==> src/design/swmf_pkg.sv <==
// swmf_pkg: shared types, step numbers and the control store of the
// sliding window filter sequencer. no dependencies.
`timescale 1ns / 1ps

package swmf_pkg;

  localparam int unsigned PC_W       = 4;
  localparam int unsigned CH_FIELD_W = 3;
  localparam int unsigned CFG_IDX_W  = 2;
  localparam int unsigned CFG_DATA_W = 5;
  localparam int unsigned MODE_W     = 2;
  localparam int unsigned WSIZE_W    = 5;

  localparam logic [CFG_IDX_W-1:0] CFG_FILTER_MODE = 2'd0;
  localparam logic [CFG_IDX_W-1:0] CFG_WINDOW_SIZE = 2'd1;

  localparam logic [MODE_W-1:0] MODE_MEDIAN = 2'd0;
  localparam logic [MODE_W-1:0] MODE_MEAN   = 2'd1;
  localparam logic [MODE_W-1:0] MODE_PASS   = 2'd2;

  localparam logic [WSIZE_W-1:0] WSIZE_RESET = 5'd10;

  // step numbers of the control program
  localparam logic [PC_W-1:0] S_IDLE   = 4'd0;
  localparam logic [PC_W-1:0] S_UPDATE = 4'd1;
  localparam logic [PC_W-1:0] S_LOAD   = 4'd2;
  localparam logic [PC_W-1:0] S_LAST   = 4'd3;
  localparam logic [PC_W-1:0] S_SORT   = 4'd4;
  localparam logic [PC_W-1:0] S_HALF   = 4'd5;
  localparam logic [PC_W-1:0] S_SHIFT  = 4'd6;
  localparam logic [PC_W-1:0] S_MED    = 4'd7;
  localparam logic [PC_W-1:0] S_DIVI   = 4'd8;
  localparam logic [PC_W-1:0] S_DIV    = 4'd9;
  localparam logic [PC_W-1:0] S_MEAN   = 4'd10;
  localparam logic [PC_W-1:0] S_OUT    = 4'd11;

  typedef enum logic [3:0] {
    OP_NONE,
    OP_CAPTURE,
    OP_UPDATE,
    OP_LOAD,
    OP_SORT,
    OP_SHIFT,
    OP_MED,
    OP_DIV_INIT,
    OP_DIV,
    OP_MEAN,
    OP_EMIT
  } op_e;

  typedef enum logic [3:0] {
    C_NONE,
    C_ALWAYS,
    C_IN_XFER,
    C_SKIP,
    C_MEAN,
    C_LOOP_W,
    C_HALF_ZERO,
    C_LOOP_HALF,
    C_LOOP_DIV,
    C_OUT_FREE
  } cond_e;

  typedef enum logic {
    SEQ_NEXT,
    SEQ_HOLD
  } seq_e;

  typedef struct packed {
    op_e             op;
    logic            cnt_clr;
    logic            cnt_inc;
    cond_e           cond;
    seq_e            seq;
    logic [PC_W-1:0] target;
  } ctl_t;

  // datapath status that the jump conditions test
  typedef struct packed {
    logic in_xfer;
    logic skip;
    logic mean;
    logic loop_w;
    logic half_zero;
    logic loop_half;
    logic loop_div;
    logic out_free;
  } flags_t;

  function automatic ctl_t ucode(input logic [PC_W-1:0] pc);
    ctl_t w;
    w = '{op: OP_NONE, cnt_clr: 1'b0, cnt_inc: 1'b0, cond: C_ALWAYS,
          seq: SEQ_NEXT, target: S_IDLE};
    unique case (pc)
      S_IDLE: begin
        w.op = OP_CAPTURE; w.cond = C_IN_XFER; w.seq = SEQ_HOLD; w.target = S_UPDATE;
      end
      S_UPDATE: begin
        w.op = OP_UPDATE; w.cnt_clr = 1'b1; w.cond = C_SKIP; w.target = S_OUT;
      end
      S_LOAD: begin
        w.op = OP_LOAD; w.cnt_inc = 1'b1; w.cond = C_LOOP_W; w.target = S_LOAD;
      end
      S_LAST: begin
        w.cnt_clr = 1'b1; w.cond = C_MEAN; w.target = S_DIVI;
      end
      S_SORT: begin
        w.op = OP_SORT; w.cnt_inc = 1'b1; w.cond = C_LOOP_W; w.target = S_SORT;
      end
      S_HALF: begin
        w.cnt_clr = 1'b1; w.cond = C_HALF_ZERO; w.target = S_MED;
      end
      S_SHIFT: begin
        w.op = OP_SHIFT; w.cnt_inc = 1'b1; w.cond = C_LOOP_HALF; w.target = S_SHIFT;
      end
      S_MED: begin
        w.op = OP_MED; w.cond = C_ALWAYS; w.target = S_OUT;
      end
      S_DIVI: begin
        w.op = OP_DIV_INIT; w.cnt_clr = 1'b1; w.cond = C_NONE;
      end
      S_DIV: begin
        w.op = OP_DIV; w.cnt_inc = 1'b1; w.cond = C_LOOP_DIV; w.target = S_DIV;
      end
      S_MEAN: begin
        w.op = OP_MEAN; w.cond = C_NONE;
      end
      S_OUT: begin
        w.op = OP_EMIT; w.cond = C_OUT_FREE; w.seq = SEQ_HOLD; w.target = S_IDLE;
      end
      default: begin
        w.cond = C_ALWAYS; w.target = S_IDLE;
      end
    endcase
    return w;
  endfunction

endpackage

==> src/design/sliding_window_median_mean_filter.sv <==
// sliding_window_median_mean_filter: per-channel median / mean window filter.
// result per mode (w = effective window size): window not full or pass mode: the
// sample itself; median: the window is loaded, sorted and read at position w/2;
// mean: the window sum divided by w in a bit-serial divider.
// one item at a time: a next input can be taken in the cycle after the result
// is loaded into the output register. reset clears fill counts and pointers.
`timescale 1ns / 1ps

module sliding_window_median_mean_filter #(
  parameter int unsigned CHANNELS    = 8,
  parameter int unsigned MAX_WINDOW  = 16,
  parameter int unsigned SAMPLE_BITS = 16
) (
  input  logic clk_i,
  input  logic rst_ni,
  // configuration writes
  input  logic                              cfg_valid_i,
  output logic                              cfg_ready_o,
  input  logic [swmf_pkg::CFG_IDX_W-1:0]    cfg_index_i,
  input  logic [swmf_pkg::CFG_DATA_W-1:0]   cfg_data_i,
  // input stream
  input  logic                              s_axis_tvalid,
  output logic                              s_axis_tready,
  input  logic [((SAMPLE_BITS+7)/8)*8-1:0]  s_axis_tdata,  // sample
  input  logic [swmf_pkg::CH_FIELD_W-1:0]   s_axis_tuser,  // channel
  // output stream
  output logic                              m_axis_tvalid,
  input  logic                              m_axis_tready,
  output logic [((SAMPLE_BITS+7)/8)*8-1:0]  m_axis_tdata,  // value
  output logic                              m_axis_tuser   // window_full
);
  import swmf_pkg::*;

  localparam int unsigned SB    = SAMPLE_BITS;
  localparam int unsigned DW    = ((SAMPLE_BITS + 7) / 8) * 8;
  localparam int unsigned CHW   = (CHANNELS > 1) ? $clog2(CHANNELS) : 1;
  localparam int unsigned PW    = $clog2(MAX_WINDOW);
  localparam int unsigned WW    = $clog2(MAX_WINDOW + 1);
  localparam int unsigned SW    = SAMPLE_BITS + $clog2(MAX_WINDOW) + 1;
  localparam int unsigned CNT_W = $clog2(((SW > MAX_WINDOW) ? SW : MAX_WINDOW) + 1);

  function automatic logic [CHW-1:0] fold_ch(input logic [CH_FIELD_W-1:0] c);
    int v;
    v = int'(c);
    for (int k = 0; k < (1 << CH_FIELD_W); k++) begin
      if (v >= int'(CHANNELS)) v = v - int'(CHANNELS);
    end
    return CHW'(v);
  endfunction

  ctl_t   ctl;
  flags_t flags;

  // control state
  logic [MODE_W-1:0]  mode_q;
  logic [WSIZE_W-1:0] wsize_q;
  logic [WW-1:0]      fill_q [CHANNELS];
  logic [PW-1:0]      ptr_q  [CHANNELS];
  logic               rd_pend_q;
  logic [CNT_W-1:0]   cnt_q, cnt_d;
  logic               out_valid_q;

  // payload
  logic [SB-1:0]      mem_q [CHANNELS][MAX_WINDOW];
  logic [SB-1:0]      rdata_q;
  logic [CHW-1:0]     ch_q;
  logic [SB-1:0]      smp_q;
  logic [PW-1:0]      pos_q, pos_d;
  logic [SB-1:0]      win_q [MAX_WINDOW];
  logic [SB-1:0]      win_d [MAX_WINDOW];
  logic               vld_q [MAX_WINDOW];
  logic               vld_d [MAX_WINDOW];
  logic [SW-1:0]      sum_q, sum_d;
  logic               full_q;
  logic [SB-1:0]      result_q, result_d;
  logic [WW-1:0]      rem_q, rem_d;
  logic [SW-1:0]      dvd_q, dvd_d;
  logic               neg_q, neg_d;
  logic [SB-1:0]      out_value_q;
  logic               out_full_q;

  logic [WW-1:0] w_eff, half, fill_new;
  logic [PW-1:0] ptr_new;
  logic          full_new, out_free, emit, in_xfer;
  logic [WW:0]   rem_sh;
  logic          qbit;

  swmf_seq u_seq (
    .clk_i   (clk_i),
    .rst_ni  (rst_ni),
    .flags_i (flags),
    .ctl_o   (ctl)
  );

  assign cfg_ready_o   = 1'b1;
  assign s_axis_tready = (ctl.op == OP_CAPTURE);
  assign in_xfer       = s_axis_tvalid & s_axis_tready;
  assign out_free      = !out_valid_q || m_axis_tready;
  assign emit          = (ctl.op == OP_EMIT) && out_free;

  assign m_axis_tvalid = out_valid_q;
  assign m_axis_tdata  = DW'(out_value_q);
  assign m_axis_tuser  = out_full_q;

  // window size zero acts as one, sizes above the store saturate
  always_comb begin
    if (wsize_q == '0) begin
      w_eff = WW'(1);
    end else if (int'(wsize_q) > int'(MAX_WINDOW)) begin
      w_eff = WW'(MAX_WINDOW);
    end else begin
      w_eff = WW'(wsize_q);
    end
  end
  assign half = w_eff >> 1;

  assign fill_new = (int'(fill_q[ch_q]) < int'(MAX_WINDOW)) ? fill_q[ch_q] + WW'(1)
                                                           : fill_q[ch_q];
  assign full_new = (fill_new >= w_eff);
  assign ptr_new  = (int'(ptr_q[ch_q]) == int'(MAX_WINDOW) - 1) ? '0
                                                                : ptr_q[ch_q] + PW'(1);

  always_comb begin
    flags.in_xfer   = in_xfer;
    flags.skip      = !full_new || mode_q[1];
    flags.mean      = (mode_q == MODE_MEAN);
    flags.loop_w    = (int'(cnt_q) + 1 < int'(w_eff));
    flags.half_zero = (half == '0);
    flags.loop_half = (int'(cnt_q) + 1 < int'(half));
    flags.loop_div  = (int'(cnt_q) + 1 < int'(SW));
    flags.out_free  = out_free;
  end

  // restoring divider step: remainder stays below the window size
  assign rem_sh = {rem_q, dvd_q[SW-1]};
  assign qbit   = (rem_sh >= {1'b0, w_eff});

  always_comb begin
    cnt_d    = cnt_q;
    pos_d    = pos_q;
    sum_d    = sum_q;
    result_d = result_q;
    rem_d    = rem_q;
    dvd_d    = dvd_q;
    neg_d    = neg_q;
    for (int i = 0; i < int'(MAX_WINDOW); i++) begin
      win_d[i] = win_q[i];
      vld_d[i] = vld_q[i];
    end

    if (ctl.cnt_clr) begin
      cnt_d = '0;
    end else if (ctl.cnt_inc) begin
      cnt_d = cnt_q + CNT_W'(1);
    end

    // registered read data lands in the window in the cycle after the read
    if (rd_pend_q) begin
      for (int i = int'(MAX_WINDOW) - 1; i > 0; i--) begin
        win_d[i] = win_q[i-1];
        vld_d[i] = vld_q[i-1];
      end
      win_d[0] = rdata_q;
      vld_d[0] = 1'b1;
      sum_d    = sum_q + {{(SW-SB){rdata_q[SB-1]}}, rdata_q};
    end

    unique case (ctl.op)
      OP_UPDATE: begin
        pos_d    = ptr_q[ch_q];
        sum_d    = '0;
        result_d = smp_q;
        for (int i = 0; i < int'(MAX_WINDOW); i++) vld_d[i] = 1'b0;
      end
      OP_LOAD: begin
        pos_d = (pos_q == '0) ? PW'(MAX_WINDOW - 1) : pos_q - PW'(1);
      end
      OP_SORT: begin
        // odd-even transposition pass, empty slots order after all samples
        for (int i = 0; i < int'(MAX_WINDOW) - 1; i++) begin
          if ((i % 2) == int'(cnt_q[0])) begin
            if ((!vld_q[i] && vld_q[i+1]) ||
                (vld_q[i] && vld_q[i+1] && ($signed(win_q[i]) > $signed(win_q[i+1])))) begin
              win_d[i]   = win_q[i+1];
              win_d[i+1] = win_q[i];
              vld_d[i]   = vld_q[i+1];
              vld_d[i+1] = vld_q[i];
            end
          end
        end
      end
      OP_SHIFT: begin
        for (int i = 0; i < int'(MAX_WINDOW) - 1; i++) begin
          win_d[i] = win_q[i+1];
          vld_d[i] = vld_q[i+1];
        end
      end
      OP_MED: begin
        result_d = win_q[0];
      end
      OP_DIV_INIT: begin
        neg_d = sum_q[SW-1];
        dvd_d = sum_q[SW-1] ? (~sum_q + SW'(1)) : sum_q;
        rem_d = '0;
      end
      OP_DIV: begin
        rem_d = qbit ? WW'(rem_sh - {1'b0, w_eff}) : WW'(rem_sh);
        dvd_d = {dvd_q[SW-2:0], qbit};
      end
      OP_MEAN: begin
        result_d = neg_q ? (~dvd_q[SB-1:0] + SB'(1)) : dvd_q[SB-1:0];
      end
      default: begin
      end
    endcase
  end

  always_ff @(posedge clk_i or negedge rst_ni) begin
    if (!rst_ni) begin
      mode_q      <= MODE_MEDIAN;
      wsize_q     <= WSIZE_RESET;
      rd_pend_q   <= 1'b0;
      cnt_q       <= '0;
      out_valid_q <= 1'b0;
      for (int c = 0; c < int'(CHANNELS); c++) begin
        fill_q[c] <= '0;
        ptr_q[c]  <= '0;
      end
    end else begin
      if (cfg_valid_i && cfg_ready_o) begin
        if (cfg_index_i == CFG_FILTER_MODE) begin
          mode_q <= cfg_data_i[MODE_W-1:0];
        end else if (cfg_index_i == CFG_WINDOW_SIZE) begin
          wsize_q <= cfg_data_i[WSIZE_W-1:0];
        end
      end
      rd_pend_q <= (ctl.op == OP_LOAD);
      cnt_q     <= cnt_d;
      if (ctl.op == OP_UPDATE) begin
        fill_q[ch_q] <= fill_new;
        ptr_q[ch_q]  <= ptr_new;
      end
      if (emit) begin
        out_valid_q <= 1'b1;
      end else if (m_axis_tready) begin
        out_valid_q <= 1'b0;
      end
    end
  end

  always_ff @(posedge clk_i) begin
    if (in_xfer) begin
      ch_q  <= fold_ch(s_axis_tuser);
      smp_q <= s_axis_tdata[SB-1:0];
    end
    if (ctl.op == OP_UPDATE) begin
      mem_q[ch_q][ptr_q[ch_q]] <= smp_q;
      full_q <= full_new;
    end
    if (ctl.op == OP_LOAD) begin
      rdata_q <= mem_q[ch_q][pos_q];
    end
    if (emit) begin
      out_value_q <= result_q;
      out_full_q  <= full_q;
    end
    pos_q    <= pos_d;
    sum_q    <= sum_d;
    result_q <= result_d;
    rem_q    <= rem_d;
    dvd_q    <= dvd_d;
    neg_q    <= neg_d;
    for (int i = 0; i < int'(MAX_WINDOW); i++) begin
      win_q[i] <= win_d[i];
      vld_q[i] <= vld_d[i];
    end
  end

  // no window read may still be in flight when a new sample is taken
  a_idle_no_read: assert property (@(posedge clk_i) disable iff (!rst_ni)
    s_axis_tready |-> !rd_pend_q)
    else $error("window read pending while taking input");

  // the median is always picked from a loaded slot
  a_median_loaded: assert property (@(posedge clk_i) disable iff (!rst_ni)
    (ctl.op == OP_MED) |-> vld_q[0])
    else $error("median taken from an empty slot");

  // fill count of the active channel never passes the store depth
  a_fill_bound: assert property (@(posedge clk_i) disable iff (!rst_ni)
    (ctl.op == OP_UPDATE) |-> (int'(fill_q[ch_q]) <= int'(MAX_WINDOW)))
    else $error("fill count above store depth");

  // a result loaded into the output register is presented next cycle
  a_emit_valid: assert property (@(posedge clk_i) disable iff (!rst_ni)
    emit |=> m_axis_tvalid)
    else $error("emitted result not presented");

endmodule

==> src/design/swmf_seq.sv <==
// swmf_seq: step counter and control store of the filter sequencer.
// depends on swmf_pkg for the control word, the flags and the program.
`timescale 1ns / 1ps

module swmf_seq (
  input  logic            clk_i,
  input  logic            rst_ni,
  input  swmf_pkg::flags_t flags_i,
  output swmf_pkg::ctl_t  ctl_o
);
  import swmf_pkg::*;

  logic [PC_W-1:0] pc_q, pc_d;
  ctl_t            ctl;
  logic            jump;

  assign ctl   = ucode(pc_q);
  assign ctl_o = ctl;

  always_comb begin
    unique case (ctl.cond)
      C_NONE:      jump = 1'b0;
      C_ALWAYS:    jump = 1'b1;
      C_IN_XFER:   jump = flags_i.in_xfer;
      C_SKIP:      jump = flags_i.skip;
      C_MEAN:      jump = flags_i.mean;
      C_LOOP_W:    jump = flags_i.loop_w;
      C_HALF_ZERO: jump = flags_i.half_zero;
      C_LOOP_HALF: jump = flags_i.loop_half;
      C_LOOP_DIV:  jump = flags_i.loop_div;
      C_OUT_FREE:  jump = flags_i.out_free;
      default:     jump = 1'b1;
    endcase
    if (jump) begin
      pc_d = ctl.target;
    end else if (ctl.seq == SEQ_HOLD) begin
      pc_d = pc_q;
    end else begin
      pc_d = pc_q + PC_W'(1);
    end
  end

  always_ff @(posedge clk_i or negedge rst_ni) begin
    if (!rst_ni) begin
      pc_q <= S_IDLE;
    end else begin
      pc_q <= pc_d;
    end
  end

endmodule
==> config.mk <==
export PLATFORM = sky130hd
export DESIGN_NAME = sliding_window_median_mean_filter
export DESIGN_NICKNAME = d
export VERILOG_FILES = /design/src/design/swmf_pkg.sv /design/src/design/sliding_window_median_mean_filter.sv /design/src/design/swmf_seq.sv
export SDC_FILE = /design/constraint.sdc
export NUM_CORES = 2
export LEC_CHECK = 0
export ABC_AREA = 1
export BUFFER_PORTS_ARGS = -buffer_cell sky130_fd_sc_hd__buf_2
export CELL_PAD_IN_SITES_DETAIL_PLACEMENT = 0
export CELL_PAD_IN_SITES_GLOBAL_PLACEMENT = 1
export CORE_AREA = 5 5 515 517
export DETAILED_ROUTE_END_ITERATION = 8
export DIE_AREA = 0 0 520 522
export PLACE_DENSITY_LB_ADDON = 0.08
export SYNTH_ARGS = -nofsm -noshare
export SYNTH_HDL_FRONTEND = slang
export SYNTH_SLANG_ARGS = --single-unit
==> constraint.sdc <==
create_clock -name clk_i -period 3.2 [get_ports clk_i]
set_clock_uncertainty 0.1 [all_clocks]
set_input_delay 0.16 -clock clk_i [delete_from_list [all_inputs] [get_ports clk_i]]
set_output_delay 0.16 -clock clk_i [all_outputs]
set_load 0.01 [all_outputs]
==> run metrics <==
Post-synth ARST share=0.0355; Hold WC Path Type=input port to flop; Final period util=1.02; Yosys top cell by area=edfxtp_1; placed cell count=15600; r2r startpoint=ch_q[0]; Least-Margin Pin Slew=1.19 ns; initial antenna violation count=7; clock sinks=2534; failing checks=negative setup slack; share of layout cells above drive strength 1=0.115; DP HPWL=247 mm; Num CTS Buffers=292; Die Wd=520 um; final net count=12900; relative slew slack=0.204; top post-synthesis cells by area=edfxtp_1, nand2_1, o21ai_0; worst vdd ir=1.05 mV; Vias per Instance=5.70; Starting Density=0.456; Syn Nets=12500; Residual DRC=0; DRT Pass-1 Iters=6; WL final=388 mm; root buf cell=clkbuf_16; Area Growth Syn to Fin=16.9%; Cells after Synth=12200; post-synthesis sequential area ratio=0.612; P_sw=0.0569 W; Ys Warns=0; placed inst area=128000 um^2; clock network fraction of total power=0.242; max frequency=307 MHz; CTS tree=done; FF-to-FF End=u_seq.pc_q[2]; I/O pin count=51; setup violators final=5; number of global-route vias before repair=89600; Critical Path RT=3.89 ns; Setup WS post-layout=-0.0623 ns; Pint=0.0775 W; critical path data arrival time=3.95 ns; Die Ht=522 um; RSZ-0062 raised after global routing=true; Yosys reg bits=2534; Cell Area, Synth=119000 um^2; share of the synthesized area in the top cell type=0.543; core region area=261000 um^2; clock latency on the worst-skew pair=0.87 ns; Setup CP Type=flop to flop; largest net degree at the start of global routing=180; CTS max path bufs=4; count of final hold-check violations=0; first-pass GRT wire length=574 mm; Seq pwr share=0.319; Die Area=271000 um^2; R2R depth=21; GPL Wtd Cong=0.911; post-synth cell types=68; Syn Area/Cell=9.73 um^2; hold depth=4; hold path startpoint=s_axis_tuser[1]; vias post-DR=92800; Clock Pin Slew Worst Setup and Hold Paths=0.06 ns; CP Capture Type=flop; ANT nets after route=0; GRT Util Overall=0.277; count of input and output buffers=49; Comb pwr share=0.438; DR WL/cell=23.9 um; Placement Rows=188; non-filler cells in the finished layout=16300; status=complete, but fails checks; pwr/cell area=967 nW/um^2; critical path, cell by cell=inv_4 > nand3_4 > inv_4 > buf_4 > a221oi_2 > nand2_2 > buf_6 > buf_4 > xor2_2 > ha_1 > nand2_1 > inv_1 > nand4_1 > nand3_2 > nand2_1 > nand2_1 > nand3_2 > a21oi_4 > buf_6 > nand3_1 > a21oi_1; reg2reg setup slack=-0.06 ns; Crit path largest cell delay=0.49 ns; number of flops mapped to enable cells by yosys=2148; Initial DRC Count=10200; crit path max fanout=6; Worst Setup Start Kind=flop; maxcap violations=0; CP dominant cell by count=nand2_1; prevailing post-synth register cell=edfxtp_1; Leakage Power=52.4 nW; total negative slack=-0.138 ns; H-tree depth=5; post-route design area=139000 um^2; Max Slew Vio Count=0; GRT Residual Overflow=0; Final min period=3.26 ns; switching portion of total power=0.423; slowest library cell on the worst path=edfxtp_1
==> critical path, delay by kind of cell, from the launching register on <==
| family | cells | cell delay [ns] |
|---|---|---|
| buffers and inverters | 7 | 0.74 |
| AOI/OAI and AO/OA | 3 | 0.67 |
| and+or+nand+nor | 9 | 0.76 |
| xor gates and xnor gates | 1 | 0.15 |
| DFF | 1 | 0.49 |
| adders and majority gates | 1 | 0.28 |
==> cell families (layout without fill, tap and decap cells) <==
| group | Yosys count | after routing | share of synthesized area |
|---|---|---|---|
| mux | 4 | 4 | 0.000358 |
| flops | 2534 | 2534 | 0.612 |
| compound gates | 2672 | 2672 | 0.124 |
| buf+inv | 1709 | 2325 | 0.0567 |
| xor+xnor | 41 | 41 | 0.00309 |
| other cells | 1 | 6 | 0.0000316 |
| fa+ha+maj | 292 | 292 | 0.0309 |
| simple gates | 4965 | 4965 | 0.173 |
==> cell usage after synthesis, drive strengths merged (100+ instances only) <==
library cell	count
o211ai	100
ha	290
nor2	1407
buf	223
o221ai	113
a21oi	201
nand3	1015
inv	858
o21ai	1795
nand2	2423
clkbuf	532
edfxtp	2148
o22ai	393
dfxtp	296
==> sequential cells by signal, indices dropped and copies added, names as in the netlist, 16 cells and up, named ones only <==
name          count
rdata_q          16
result_q         16
ptr_q            32
smp_q            16
win_q           256
sum_q            21
m_axis_tdata     16
fill_q           40
dvd_q            21
vld_q            16
mem_q          2048
==> routing by layer <==
metal | part of all wire | vias to the layer above | track usage
met5 | 0 | - | 0
li1 | - | 43400 | -
met1 | 0.42 | 45300 | 0.377
met4 | 0.030 | 0 | 0.0800
met2 | 0.48 | 3464 | 0.464
met3 | 0.068 | 580 | 0.0381
==> layout make-up <==
cell class | instances | area, um^2
Multi-Input combinational cell | 7975 | 40100
Inverter | 954 | 3650
Timing Repair Buffer | 861 | 9080
Tap cell | 3420 | 4280
Antenna cell | 5 | 12.5
Sequential cell | 2534 | 72700
Clock buffer | 361 | 7690
Clock inverter | 149 | 1430
Fill cell | 23000 | 122000
==> repair_timing <==
item	in CTS	in global routing
endpoints found under the hold margin	154	0
hold buffers	65	0
pin swaps	9	37
setup endpoints to repair	2063	1676
gates resized for setup	39	246
gates cloned	2	23
setup buffers	7	17
==> through the flow <==
stage	total power [W]	util	hold slack, ns	setup slack [ns]
2_1_floorplan	0.0765	-	-0.236	-0.0257
3_3_place_gp	0.100	0.490	0.236	-0.373
3_5_place_dp	0.101	0.490	0.238	-0.427
4_1_cts	0.134	0.529	0.149	-0.0245
5_1_grt	0.142	0.533	0.187	-0.275
6_report	0.134	0.533	0.173	-0.0623
==> cells in the final DEF (no fill, tap or decap), drive strengths merged, types with 6 or more instances in the layout <==
cell type	synthesis	routed
a211oi	9	9
dlygate4sd3	0	64
xor2	35	35
inv	858	869
xnor2	6	6
o21bai	14	14
o21ai	1795	1795
or2	9	9
o22ai	393	393
nand4	64	64
nand3	1015	1015
nand2	2423	2423
dfxtp	296	296
nor4	15	15
a21oi	201	201
edfxtp	2148	2148
ha	290	290
nand3b	9	9
o211ai	100	100
bufinv	0	23
o221ai	113	113
clkbuf	532	365
dfrtp	88	88
o21a	16	16
nor2	1407	1407
clkinvlp	0	12
clkinv	96	199
nor3	16	16
buf	223	793
a221oi	8	8
==> power groups by stage <==
stage	clock, W	sequential [W]	combinational [W]
final	0.0326	0.0429	0.0589
after detailed placement	0	0.0436	0.0575
after floorplan	0	0.0433	0.0332
after CTS	0.0331	0.0429	0.0579
after global placement	0	0.0436	0.0569
after global routing	0.0346	0.0432	0.0642
==> worst max-delay path by stage <==
stage / from / depth (start not counted) / slack (ns) / endpoint
finish: ch_q[0] / 21 / -0.06 / u_seq.pc_q[2]
global route: ch_q[0] / 20 / -0.28 / u_seq.pc_q[2]
CTS: ch_q[1] / 22 / -0.02 / u_seq.pc_q[2]
detailed placement: ch_q[0] / 16 / -0.43 / mem_q[1][247]
global placement: ch_q[0] / 16 / -0.37 / mem_q[1][251]
floorplan: ch_q[1] / 9 / -0.03 / mem_q[0][128]
No activity file was read; power rests on OpenSTA's default activity.
